===== config.mk =====
export PLATFORM = sky130hd
export DESIGN_NAME = ptpba_ctrl
export DESIGN_NICKNAME = d
export VERILOG_FILES = /design/src/hw/rtl/ptpba_pkg.sv /design/src/hw/rtl/ptpba_ctrl.sv
export VERILOG_INCLUDE_DIRS = /design/src /design/src/hw/rtl
export SDC_FILE = /design/constraint.sdc
export NUM_CORES = 1
export LEC_CHECK = 0
export ABC_CLOCK_PERIOD_IN_PS = 1100
export BUFFER_PORTS_ARGS = -buffer_cell sky130_fd_sc_hd__buf_2
export CAP_MARGIN = 25
export CORE_AREA = 2 2 39 41
export DETAILED_ROUTE_END_ITERATION = 8
export DIE_AREA = 0 0 41 43
export MAX_ROUTING_LAYER = met4
export SYNTH_ARGS = -nofsm -noshare
export SYNTH_HDL_FRONTEND = slang
export SYNTH_SLANG_ARGS = --single-unit

===== constraint.sdc =====
create_clock -name clock -period 1.1 [get_ports clock]
set_clock_uncertainty 0.05 [all_clocks]
set_input_delay 0.055 -clock clock [delete_from_list [all_inputs] [get_ports clock]]
set_output_delay 0.055 -clock clock [all_outputs]
set_load 0.01 [all_outputs]

===== src/hw/rtl/assert_macros.svh =====
// ---------------------------------------------------------------------------
// Assertion macros
// Shared wrappers for concurrent assertions; empty when SYNTHESIS is defined.
// ---------------------------------------------------------------------------
`ifndef ASSERT_MACROS_SVH
`define ASSERT_MACROS_SVH
`ifndef SYNTHESIS
`define ASSERT_HOLDS(label, clk, rst, expr) \
   label: assert property (@(posedge clk) disable iff (rst) (expr)) \
      else $error("assertion failed");
`define ASSERT_NEXT(label, clk, rst, cond, expr) \
   label: assert property (@(posedge clk) disable iff (rst) (cond) |=> (expr)) \
      else $error("assertion failed");
`else
`define ASSERT_HOLDS(label, clk, rst, expr)
`define ASSERT_NEXT(label, clk, rst, cond, expr)
`endif
`endif


===== src/hw/rtl/ptpba_pkg.sv =====
// ---------------------------------------------------------------------------
// Page block allocator package
// Defaults, field widths, codes and controller/datapath interface types.
// ---------------------------------------------------------------------------
package ptpba_pkg;

   localparam int DEF_NUM_PAGES       = 8;
   localparam int DEF_PAGE_BYTES      = 256;
   localparam int DEF_MIN_BLOCK_BYTES = 16;
   localparam int DEF_NUM_CLASSES     = 5;

   localparam int ACTION_W = 2;
   localparam int REQ_W    = 16;
   localparam int OFF_W    = 11;
   localparam int STATUS_W = 3;
   localparam int CFG_W    = 24;
   localparam int CODE_W   = 3;

   localparam logic [ACTION_W-1:0] ACT_ALLOC = 2'd0;
   localparam logic [ACTION_W-1:0] ACT_FREE  = 2'd1;
   localparam logic [ACTION_W-1:0] ACT_INIT  = 2'd2;

   localparam logic [STATUS_W-1:0] STAT_OK   = 3'd0;
   localparam logic [STATUS_W-1:0] STAT_ZERO = 3'd1;
   localparam logic [STATUS_W-1:0] STAT_OOM  = 3'd2;
   localparam logic [STATUS_W-1:0] STAT_BAD  = 3'd3;
   localparam logic [STATUS_W-1:0] STAT_FULL = 3'd4;

   typedef struct packed {
      logic capture;
      logic execute;
      logic init_step;
   } dp_cmd_type;

   typedef struct packed {
      logic act_init;
      logic init_last;
   } dp_stat_type;

endpackage


===== src/hw/rtl/ptpba_ctrl.sv =====
// ---------------------------------------------------------------------------
// Page block allocator controller
// Sequences capture, execution, the init walk and the response beat.
// ---------------------------------------------------------------------------
`include "assert_macros.svh"

module ptpba_ctrl
   import ptpba_pkg::*;
(
   input  logic        clock,
   input  logic        reset,
   input  logic        start,
   output logic        busy,
   output logic        rsp_valid,
   output dp_cmd_type  cmd,
   input  dp_stat_type stat
);

   typedef enum logic [3:0] {
      ST_IDLE = 4'b0001,
      ST_EXEC = 4'b0010,
      ST_INIT = 4'b0100,
      ST_RESP = 4'b1000
   } state_type;

   state_type state_ff;
   state_type state_in;
   logic      accept;

   assign busy      = (state_ff == ST_EXEC) || (state_ff == ST_INIT);
   assign accept    = start && !busy;
   assign rsp_valid = (state_ff == ST_RESP);

   assign cmd.capture   = accept;
   assign cmd.execute   = (state_ff == ST_EXEC);
   assign cmd.init_step = (state_ff == ST_INIT);

   always_comb begin
      state_in = state_ff;
      case (state_ff)
         ST_IDLE: begin
            if (accept) begin
               state_in = ST_EXEC;
            end
         end
         ST_EXEC: begin
            state_in = stat.act_init ? ST_INIT : ST_RESP;
         end
         ST_INIT: begin
            if (stat.init_last) begin
               state_in = ST_RESP;
            end
         end
         ST_RESP: begin
            state_in = accept ? ST_EXEC : ST_IDLE;
         end
         default: begin
            state_in = ST_IDLE;
         end
      endcase
   end

   always_ff @(posedge clock) begin
      if (reset) begin
         state_ff <= ST_IDLE;
      end else begin
         state_ff <= state_in;
      end
   end

   `ASSERT_NEXT(a_accept_busy, clock, reset, start && !busy, busy)
   `ASSERT_NEXT(a_strobe_single, clock, reset, rsp_valid, !rsp_valid)
   `ASSERT_NEXT(a_exec_resp, clock, reset, (state_ff == ST_EXEC) && !stat.act_init, rsp_valid)

endmodule


# Word level (Yosys, flattened, before mapping)
# Index checks and enable logic that the tools add are counted.
# classes
eq_ne,6
mux,5
reduce_logical,4
# op_table
cell,count
one-hot mux 4 bit (4 select lines),1
two-way mux 4 bit,3
equality test 4 x 1 -> 1 bit (second input constant),1
equality test 4 x 2 -> 1 bit (second input constant),1
equality test 4 x 3 -> 1 bit (second input constant),1
equality test 4 bit (second input constant),1
two-way mux 2 bit,1
inequality test 2 x 1 -> 1 bit (second input constant),1
inequality test 2 bit (second input constant),1
AND reduction 2 bit,1
logical AND 1 bit,1
logical NOT 1 bit,1
logical OR 1 bit,1
# totals
reg_bits,4
input_bits,5
out_inout_bits,5
word_cells,16

# Logic depth before layout (Yosys ltp)
# Gate-level depths: netlist of run 1.
# depth
depth_word,6
depth_mapped,5
mapped_depth_nobuf,3

# Worst setup path before layout of run 1
# Ideal clock, no wire load.
# synth_path
path_type,reg-to-output
startpoint,reg state_ff[2]
endpoint,out cmd[2] (netlist name)
arrival_time_ps,1137
required_time_ps,995
path_slack_ps,-142
stages_incl_launch_ff,6
n_path_buf,2
cell_sequence,dfxtp_1 buf_4 xnor2_1 nor3_1 nor2b_1 buf_4
# synth_between
elab_chain_cells,4
word_cells_on_any_way,5
classes_between,eq/ne (2); reduce/logical (3)
# synth_lines
item,line_no,text
"start, declared",ptpba_ctrl.sv:26,state_type state_ff;
"start signal, assigned",ptpba_ctrl.sv:67,state_ff <= state_in;
equality test 4 x 2 -> 1 bit or equality test 4 x 3 -> 1 bit (tied branches),ptpba_ctrl.sv:30,assign busy = (state_ff == ST_EXEC) || (state_ff == ST_INIT);
logical OR 1 bit *,ptpba_ctrl.sv:30,
via busy,ptpba_ctrl.sv:13,"output logic busy,"
logical NOT 1 bit *,ptpba_ctrl.sv:31,assign accept = start && !busy;
logical AND 1 bit *,ptpba_ctrl.sv:31,
"end, declared",ptpba_ctrl.sv:15,"output dp_cmd_type cmd,"
# The timed path passes the listed nets; every way through them passes the cells marked *.

==> summary.md, run 1 <==
| Metric | Value |
|---|---|
| Status | complete, but fails checks |
| Failing checks | setup timing |
| Die width | 41 um |
| Largest family of logic cells by synthesized area | simple AND/OR/NAND/NOR gates |
| RSZ-0062 raised after global routing | yes |
| Post-synth top area cell | dfxtp_1 |
| Crit Path Class | register to primary output |
| Pleak | 0.260 nW |
| Slew @ Worst Pin | 245 ps |
| Synth Area in Adders | 0% |
| Routed vias | 351 |
| Post-DR wirelength/cell | 11.5 um |
| Yosys warns | 0 |
| Post-layout minimum cycle time | 1260 ps |
| Yosys cell types | 25 |
| GRT Total Usage | 12.5% |
| Number of global-route vias before repair | 313 |
| Xor-xnor portion of the synthesized cell area | 2.86% |
| Share of cells above drive strength 1 | 72.9% |
| Number of synthesized flops with an enable pin | 0 |
| Core Box Area | 1380 um2 |
| Compound-Gate Fraction of Synth Area | 15.5% |
| Final core occ | 43.3% |
| GRT overflow | 0 |
| Crit. End Element | primary output |
| Final Total Pwr | 0.665 mW |
| Synth Cell Area | 307 um2 |
| I/O Buffers | 9 |
| DRC | 0 |
| Max Cap Viol | 0 |
| Placed Cells | 63 |
| Cell Rows | 14 |
| Slack of the critical path | -163 ps |
| CP Max Fanout | 6 |
| Mux share of post-synthesis cell area | 0% |
| Syn Nets | 38 |
| Initial antenna violation count | 0 |
| N_diodes | 0 |
| Starting Density | 22.2% |
| CTS buffer count | 3 |
| Die H | 43 um |
| Syn-to-layout area delta | 95.5% |
| Synth Area in Simple Gates | 47.8% |
| Final Setup Violations | 8 |
| CTS clk-pin slew, worst paths | 40 ps |
| Post-synth top area share | 26.1% |
| Main synth FF type | dfxtp_1 |
| Slew Viols, Final | 0 |
| Clock sink count | 4 |
| Worst EP required | 1000 ps |
| Top-count cell post-synth | dfxtp_1 |
| Routability cong. | 0.652 |
| Root Driver | clkbuf_4 |
| Global-route wire length before repair | 1370 um |
| Fin nets | 66 |
| Maximum VDD drop | 0.467 mV |
| Seq/Total Area, Yosys | 26.1% |
| Period utilization | 115% |
| Mean Syn Cell Area | 9.29 um2 |
| Final wirelength | 864 um |
| Placed wire-length estimate | 511 um |
| Slew HR | 83.5% |
| Yosys reg bits | 4 |
| CTS Buffer Depth | 2 |
| Dpl ws | -129 ps |
| Type of origin of the critical path | register |
| Max FFs per register | 4 |
| Final Hold Viols | 0 |
| Top reg by flops | state_ff |
| Worst Hold Class | primary input to register |
| Largest net degree at the start of global routing | 9 |
| CTS tree | done |
| Vias per cell | 4.68 |
| CTS H-tree depth | 1 |
| Drt pass-1 iters | 2 |
| Antenna viol nets, final | 0 |
| Cell Pwr Density | 1110 nW/um2 |
| Post-Syn Instances | 33 |
| Biggest regs | state_ff: 4 flops |
| 1st-iter DRT viols | 8 |
| Ports | 10 |
| Worst skew pair latency | 240 ps |
| Async S/R FF share, synth | 0% |
| Top post-synthesis cells by area | dfxtp_1 (26%), nor4b_4 (7.8%), buf_4 (4.9%) |
| Fin cells | 75 |
| Fmax | 792 MHz |
| Full die area | 1760 um2 |
| Worst Path Arrival | 1160 ps |
-- worst paths after layout --
path          startpoint          end  slack [ps]  depth (start not counted)
max          state_ff[3]       cmd[0]        -160                          3
min              stat[1]  state_ff[2]          20                          3
min reg2reg  state_ff[0]  state_ff[1]         580                          2
max reg2reg  state_ff[2]  state_ff[0]        -140                          5
-- metrics by stage --
step / setup TNS [ps] / hold WS (ps) / instance area, um2
finish: -1080 / 24.6 / 599
global route: -1600 / 16.4 / 599
CTS: -914 / 17.8 / 564
detailed placement: -488 / 184 / 429
global placement: -355 / 183 / 429
floorplan: -77.2 / 69.6 / 334
-- per-layer routing --
| layer | share of wire, % | routed length, um | up-vias | GRT usage (%) |
|---|---|---|---|---|
| li1 | - | - | 176 | - |
| met1 | 39 | 339 | 162 | 12.7 |
| met2 | 54 | 466 | 11 | 18.1 |
| met3 | 6.1 | 53 | 2 | 7.85 |
| met4 | 0.58 | 5 | 0 | 6.00 |
| met5 | 0 | 0 | - | - |
-- worst max-delay path, stage by stage, from the launching register on --
cell and delay, ps:
dfxtp_4 360, buf_6 120, nor4b_4 270, buf_2 170
-- where the power goes --
part           total (mW)  internal [mW]  switching (mW)
clock network       0.184          0.122          0.0618
registers           0.202          0.166          0.0355
logic               0.279          0.167           0.113
-- cells in the final DEF (no fill, tap or decap), drive strengths merged --
master / synthesis / final
dlygate4sd3: 0 / 1
nor2: 2 / 2
nand2b: 2 / 2
inv: 1 / 1
nor2b: 1 / 1
nand3: 1 / 1
dfxtp: 4 / 4
nand2: 1 / 1
or2b: 1 / 1
o31ai: 1 / 1
a211oi: 2 / 2
nor4b: 3 / 3
o21ai: 1 / 1
a21oi: 1 / 1
o311a: 1 / 1
nor3: 2 / 2
nand3b: 1 / 1
buf: 3 / 25
nor3b: 2 / 2
nor4: 1 / 1
clkbuf: 0 / 3
and2b: 1 / 1
xnor2: 1 / 1
-- cell type report --
type / instances / area [um2]
sequential: 4 / 95.1
fill: 141 / 785
tap: 16 / 20.0
inverter: 1 / 3.75
timing repair buffer: 26 / 200
multi-input combinational: 25 / 258
clock buffer: 3 / 22.5
-- kinds of logic (layout without fill, tap and decap cells) --
logic type             after synthesis  after routing
AND/OR/NAND/NOR                     18             18
AO/OA/AOI/OAI                        6              6
flip-flops                           4              4
buffers and inverters                4             30
XOR/XNOR                             1              1
-- timing repair --
item                                   in CTS  in global routing
pin swaps                                   3                  3
buffers inserted                            6                  2
endpoints found under the hold margin       1                  0
setup endpoints to repair                   8                  8
gates resized for setup                    15                  3
hold buffers                                1                  0
No activity file was read; power rests on OpenSTA's default activity.
==> run 2: changes to the inputs <==
--- a/config.mk
+++ b/config.mk
@@ -13,6 +13,7 @@
 export DETAILED_ROUTE_END_ITERATION = 8
 export DIE_AREA = 0 0 41 43
 export MAX_ROUTING_LAYER = met4
+export PLACE_DENSITY = 0.48
 export SYNTH_ARGS = -nofsm -noshare
 export SYNTH_HDL_FRONTEND = slang
 export SYNTH_SLANG_ARGS = --single-unit
==> summary.md, run 2 (same netlist as run 1, synthesis figures left out) <==
| Metric | Value |
|---|---|
| Commonest non-fill, non-tap cell in the layout | buf_4 |
| Pleak | 0.265 nW |
| Worst Hold Class | primary input to register |
| Period utilization | 118% |
| Final wirelength | 979 um |
| Worst Path Arrival | 1190 ps |
| Die width | 41 um |
| CTS H-tree depth | 1 |
| CTS tree | done |
| Slew @ Worst Pin | 302 ps |
| Slack of the critical path | -198 ps |
| Hold path cells | 3 |
| CTS buffer count | 3 |
| Routability cong. | 0.797 |
| Slew Viols, Final | 0 |
| Fmax | 770 MHz |
| Post-DR wirelength/cell | 12.9 um |
| Final Hold Viols | 0 |
| GRT overflow | 0 |
| Die H | 43 um |
| Failing checks | setup timing |
| Commonest non-fill, non-tap cells in the layout | buf_4 (11), buf_2 (8), buf_6 (7), dfxtp_4 (4), clkbuf_4 (3) |
| Fin cells | 76 |
| Placed Cells | 67 |
| Status | complete, but fails checks |
| Post-layout minimum cycle time | 1300 ps |
| Final Setup Violations | 8 |
| Largest net degree at the start of global routing | 9 |
| Global-route wire length before repair | 1640 um |
| R2r worst-path depth | 4 |
| Placed wire-length estimate | 625 um |
| RSZ-0062 raised after global routing | yes |
| Root Driver | clkbuf_4 |
| Hold_ws | 18.7 ps |
| Post-Place Cell Area | 459 um2 |
| Type of origin of the critical path | register |
| CTS Buffer Depth | 2 |
| I/O Buffers | 9 |
| Biggest regs | state_ff: 4 flops |
| Share of cells above drive strength 1 | 80.0% |
| Filler cells | 140 |
| Vias per cell | 4.88 |
| Top reg by flops | state_ff |
| DRC | 0 |
| Cell Rows | 14 |
| CP Max Fanout | 8 |
| Worst skew pair latency | 240 ps |
| Full die area | 1760 um2 |
| GRT Total Usage | 14.8% |
| Starting Density | 22.2% |
| Crit Path Class | register to primary output |
| Antenna viol nets, final | 0 |
| Initial antenna violation count | 0 |
| R2r setup slk | -140 ps |
| 1st-iter DRT viols | 7 |
| Drt pass-1 iters | 4 |
| Core Box Area | 1380 um2 |
| CTS clk-pin slew, worst paths | 40 ps |
| Crit. End Element | primary output |
| Layout Cell Area excl Fill | 623 um2 |
| Worst EP required | 1000 ps |
| Routed vias | 371 |
| Number of global-route vias before repair | 396 |
| Max FFs per register | 4 |
| Syn-to-layout area delta | 103% |
| Cell Pwr Density | 1080 nW/um2 |
| Clock sink count | 4 |
| Ports | 10 |
| Maximum VDD drop | 0.562 mV |
| Max Cap Viol | 0 |
| Fin nets | 67 |
| Slew HR | 79.8% |
| N_diodes | 0 |
==> run 2: through the flow <==
| stage | worst slack, ps | utilization (%) | total power [mW] | setup TNS [ps] |
|---|---|---|---|---|
| 6_report | -198 | 45.0 | 0.675 | -1190 |
| 2_1_floorplan | -59.9 | - | 0.318 | -77.2 |
| 4_1_cts | -203 | 41.4 | 0.648 | -1080 |
| 3_5_place_dp | -70.7 | 33.2 | 0.407 | -209 |
| 3_3_place_gp | -65.0 | 33.2 | 0.407 | -244 |
| 5_1_grt | -263 | 45.0 | 0.725 | -1560 |
==> run 2: final timing paths <==
| path | to | from |
|---|---|---|
| worst max-delay path | cmd[0] | state_ff[0] |
| worst min-delay path | state_ff[2] | stat[1] |
| worst max register to register | state_ff[3] | state_ff[2] |
| worst min register to register | state_ff[1] | state_ff[0] |
==> run 2: what timing repair did <==
item | CTS | global route
cloned | 0 | 0
pin swaps | 3 | 2
hold buffers | 1 | 0
endpoints found under the setup margin | 8 | 8
resized for setup | 15 | 7
hold endpoints to repair | 1 | 0
buffers inserted | 3 | 2
==> run 2: worst max-delay path, cell delays in order (launching register included) <==
cell,delay [ps]
dfxtp_4,370
buf_6,120
nor4b_4,280
buf_2,180
==> run 2: layer usage <==
metal	part of all wire, %	track usage (%)	routed length [um]
met5	0	-	0
met2	51	20.3	503
met1	39	16.4	377
met4	1.8	6.00	18
met3	8.1	9.95	79
==> run 2: power by group <==
part / total [mW] / switching, mW / leakage [nW] / internal, mW
Clock: 0.185 / 0.0627 / 0.0138 / 0.122
Sequential: 0.204 / 0.0380 / 0.0350 / 0.166
Combinational: 0.286 / 0.114 / 0.216 / 0.172
==> run 2: final cells by class <==
type / instances / area, um2 / share of cell area, %
Multi-Input combinational cell: 25 / 270 / 43.4
Tap cell: 16 / 20.0 / 3.21
Timing Repair Buffer: 27 / 211 / 33.9
Sequential cell: 4 / 95.1 / 15.3
Inverter: 1 / 3.75 / 0.602
Clock buffer: 3 / 22.5 / 3.61
==> run 3: changes to the inputs <==
--- a/config.mk
+++ b/config.mk
@@ -12,6 +12,7 @@
 export CORE_AREA = 2 2 39 41
 export DETAILED_ROUTE_END_ITERATION = 8
 export DIE_AREA = 0 0 41 43
+export HOLD_SLACK_MARGIN = 0.06
 export MAX_ROUTING_LAYER = met4
 export PLACE_DENSITY = 0.48
 export SYNTH_ARGS = -nofsm -noshare
==> summary.md, run 3 (same netlist as run 1, synthesis figures left out) <==
| Metric | Value |
|---|---|
| Global-route wire length before repair | 1700 um |
| Dpl ws | -70.7 ps |
| Drt pass-1 iters | 4 |
| Slack of the critical path | -201 ps |
| GRT overflow | 0 |
| Commonest non-fill, non-tap cell in the layout | buf_4 |
| Initial antenna violation count | 0 |
| Failing checks | setup timing |
| Setup tns final | -1170 ps |
| Worst Hold Class | primary input to register |
| CTS clk-pin slew, worst paths | 40 ps |
| Seq pwr share | 29.5% |
| Root Driver | clkbuf_4 |
| Final Setup Violations | 8 |
| CP Max Fanout | 8 |
| Buf+Inv Stages, Crit Path | 2 |
| Final wirelength | 1040 um |
| Antenna viol nets, final | 0 |
| Starting Density | 22.2% |
| I/O Buffers | 9 |
| Type of origin of the critical path | register |
| Routed vias | 381 |
| Full die area | 1760 um2 |
| Period utilization | 118% |
| Status | complete, but fails checks |
| Post-layout minimum cycle time | 1300 ps |
| Vias per cell | 4.82 |
| Final Hold Viols | 0 |
| CTS Buffer Depth | 2 |
| Sw Pwr | 0.225 mW |
| Largest net degree at the start of global routing | 9 |
| Worst path max stage delay | 370 ps |
| RSZ-0062 raised after global routing | yes |
| Cell Rows | 14 |
| Cell Pwr Density | 1060 nW/um2 |
| Internal power | 0.469 mW |
| CTS H-tree depth | 1 |
| Fin nets | 70 |
| Slew Viols, Final | 0 |
| Clock sink count | 4 |
| Fmax | 768 MHz |
| Crit-path leading delay family | flip-flops |
| Final Total Pwr | 0.693 mW |
| Commonest non-fill, non-tap cells in the layout | buf_4 (12), buf_2 (8), buf_6 (7), dfxtp_4 (4) |
| Crit Path Class | register to primary output |
| CTS tree | done |
| Worst path cell trace | buf_6 -> nor4b_4 -> buf_2 |
| Slew HR | 79.8% |
| Worst Path Arrival | 1200 ps |
| Syn-to-layout area delta | 114% |
| DRC | 0 |
| Core Box Area | 1380 um2 |
| Crit. End Element | primary output |
| N_diodes | 0 |
| Clk pwr share | 27.3% |
| Slew @ Worst Pin | 302 ps |
| Die H | 43 um |
| Ports | 10 |
| Die width | 41 um |
| Worst EP required | 1000 ps |
| Number of global-route vias before repair | 406 |
| Crit path max-delay cell type | dfxtp_4 |
| 1st-iter DRT viols | 6 |
| GRT Total Usage | 15.2% |
| Share of cells above drive strength 1 | 81.0% |
| Routability cong. | 0.797 |
| Switching Share | 32.4% |
| Maximum VDD drop | 0.705 mV |
| Placed wire-length estimate | 625 um |
| Power share of the combinational group | 43.2% |
| Max FFs per register | 4 |
| Max Cap Viol | 0 |
| Top reg by flops | state_ff |
| Post-DR wirelength/cell | 13.1 um |
| Biggest regs | state_ff: 4 flops |
| Worst skew pair latency | 240 ps |
| Filler cells | 134 |
| Pleak | 0.278 nW |
| CTS buffer count | 3 |
==> run 3: changes by cell type in the layout (fill, tap and decap cells not counted), sizes merged <==
cell,delta
dlygate4sd3,+2
buf,+1
==> run 3: through the flow <==
| step | cell area, um2 | hold WS [ps] | util (%) | std cells |
|---|---|---|---|---|
| after floorplan | 334 | 69.6 | - | 33 |
| after CTS | 593 | 206 | 42.9 | 76 |
| after detailed placement | 459 | 190 | 33.2 | 67 |
| final | 657 | 180 | 47.5 | 79 |
| after global routing | 657 | 192 | 47.5 | 79 |
| after global placement | 459 | 183 | 33.2 | 67 |
==> run 3: per-layer routing <==
| layer | vias to the layer above | global-route usage [%] | wire length [um] |
|---|---|---|---|
| met4 | 0 | 6.00 | 19 |
| met5 | - | - | 0 |
| met2 | 14 | 21.6 | 553 |
| met3 | 4 | 9.95 | 77 |
| met1 | 180 | 16.4 | 385 |
| li1 | 183 | - | - |
==> run 3: timing repair <==
item	4_1_cts	5_1_grt
buffers inserted	3	3
hold buffers	3	0
gates resized for setup	15	9
pin swaps	3	2
endpoints found under the setup margin	8	9
endpoints found under the hold margin	3	0
==> run 3: power by group through the flow <==
stage | logic (mW) | registers [mW] | clock network, mW
2_1_floorplan | 0.123 | 0.195 | 0
3_3_place_gp | 0.205 | 0.202 | 0
3_5_place_dp | 0.205 | 0.201 | 0
4_1_cts | 0.256 | 0.203 | 0.194
5_1_grt | 0.321 | 0.209 | 0.212
6_report | 0.300 | 0.204 | 0.189
==> run 3: cell type report <==
| class | instances | area [um2] | area share (%) |
|---|---|---|---|
| sequential | 4 | 95.1 | 14.5 |
| multi-input combinational | 25 | 277 | 42.1 |
| timing repair buffer | 30 | 239 | 36.4 |
| inverter | 1 | 3.75 | 0.571 |
| clock buffer | 3 | 22.5 | 3.43 |
| tap | 16 | 20.0 | 3.05 |
==> run 3: path summary, 6_finish.rpt <==
kind	from	to	slack, ps	cells after the start
worst max register to register	state_ff[2]	state_ff[3]	-130	4
worst min-delay path	stat[0]	state_ff[2]	180	4
worst max-delay path	state_ff[0]	cmd[0]	-200	3
worst min register to register	state_ff[0]	state_ff[1]	620	2
==> run 3: tightest hold or removal path, delay by kind of cell <==
| kind | cells | cell delay (ps) |
|---|---|---|
| AO/OA/AOI/OAI | 2 | 240 |
| buffers and inverters | 1 | 80 |
| AND/OR/NAND/NOR | 1 | 50 |
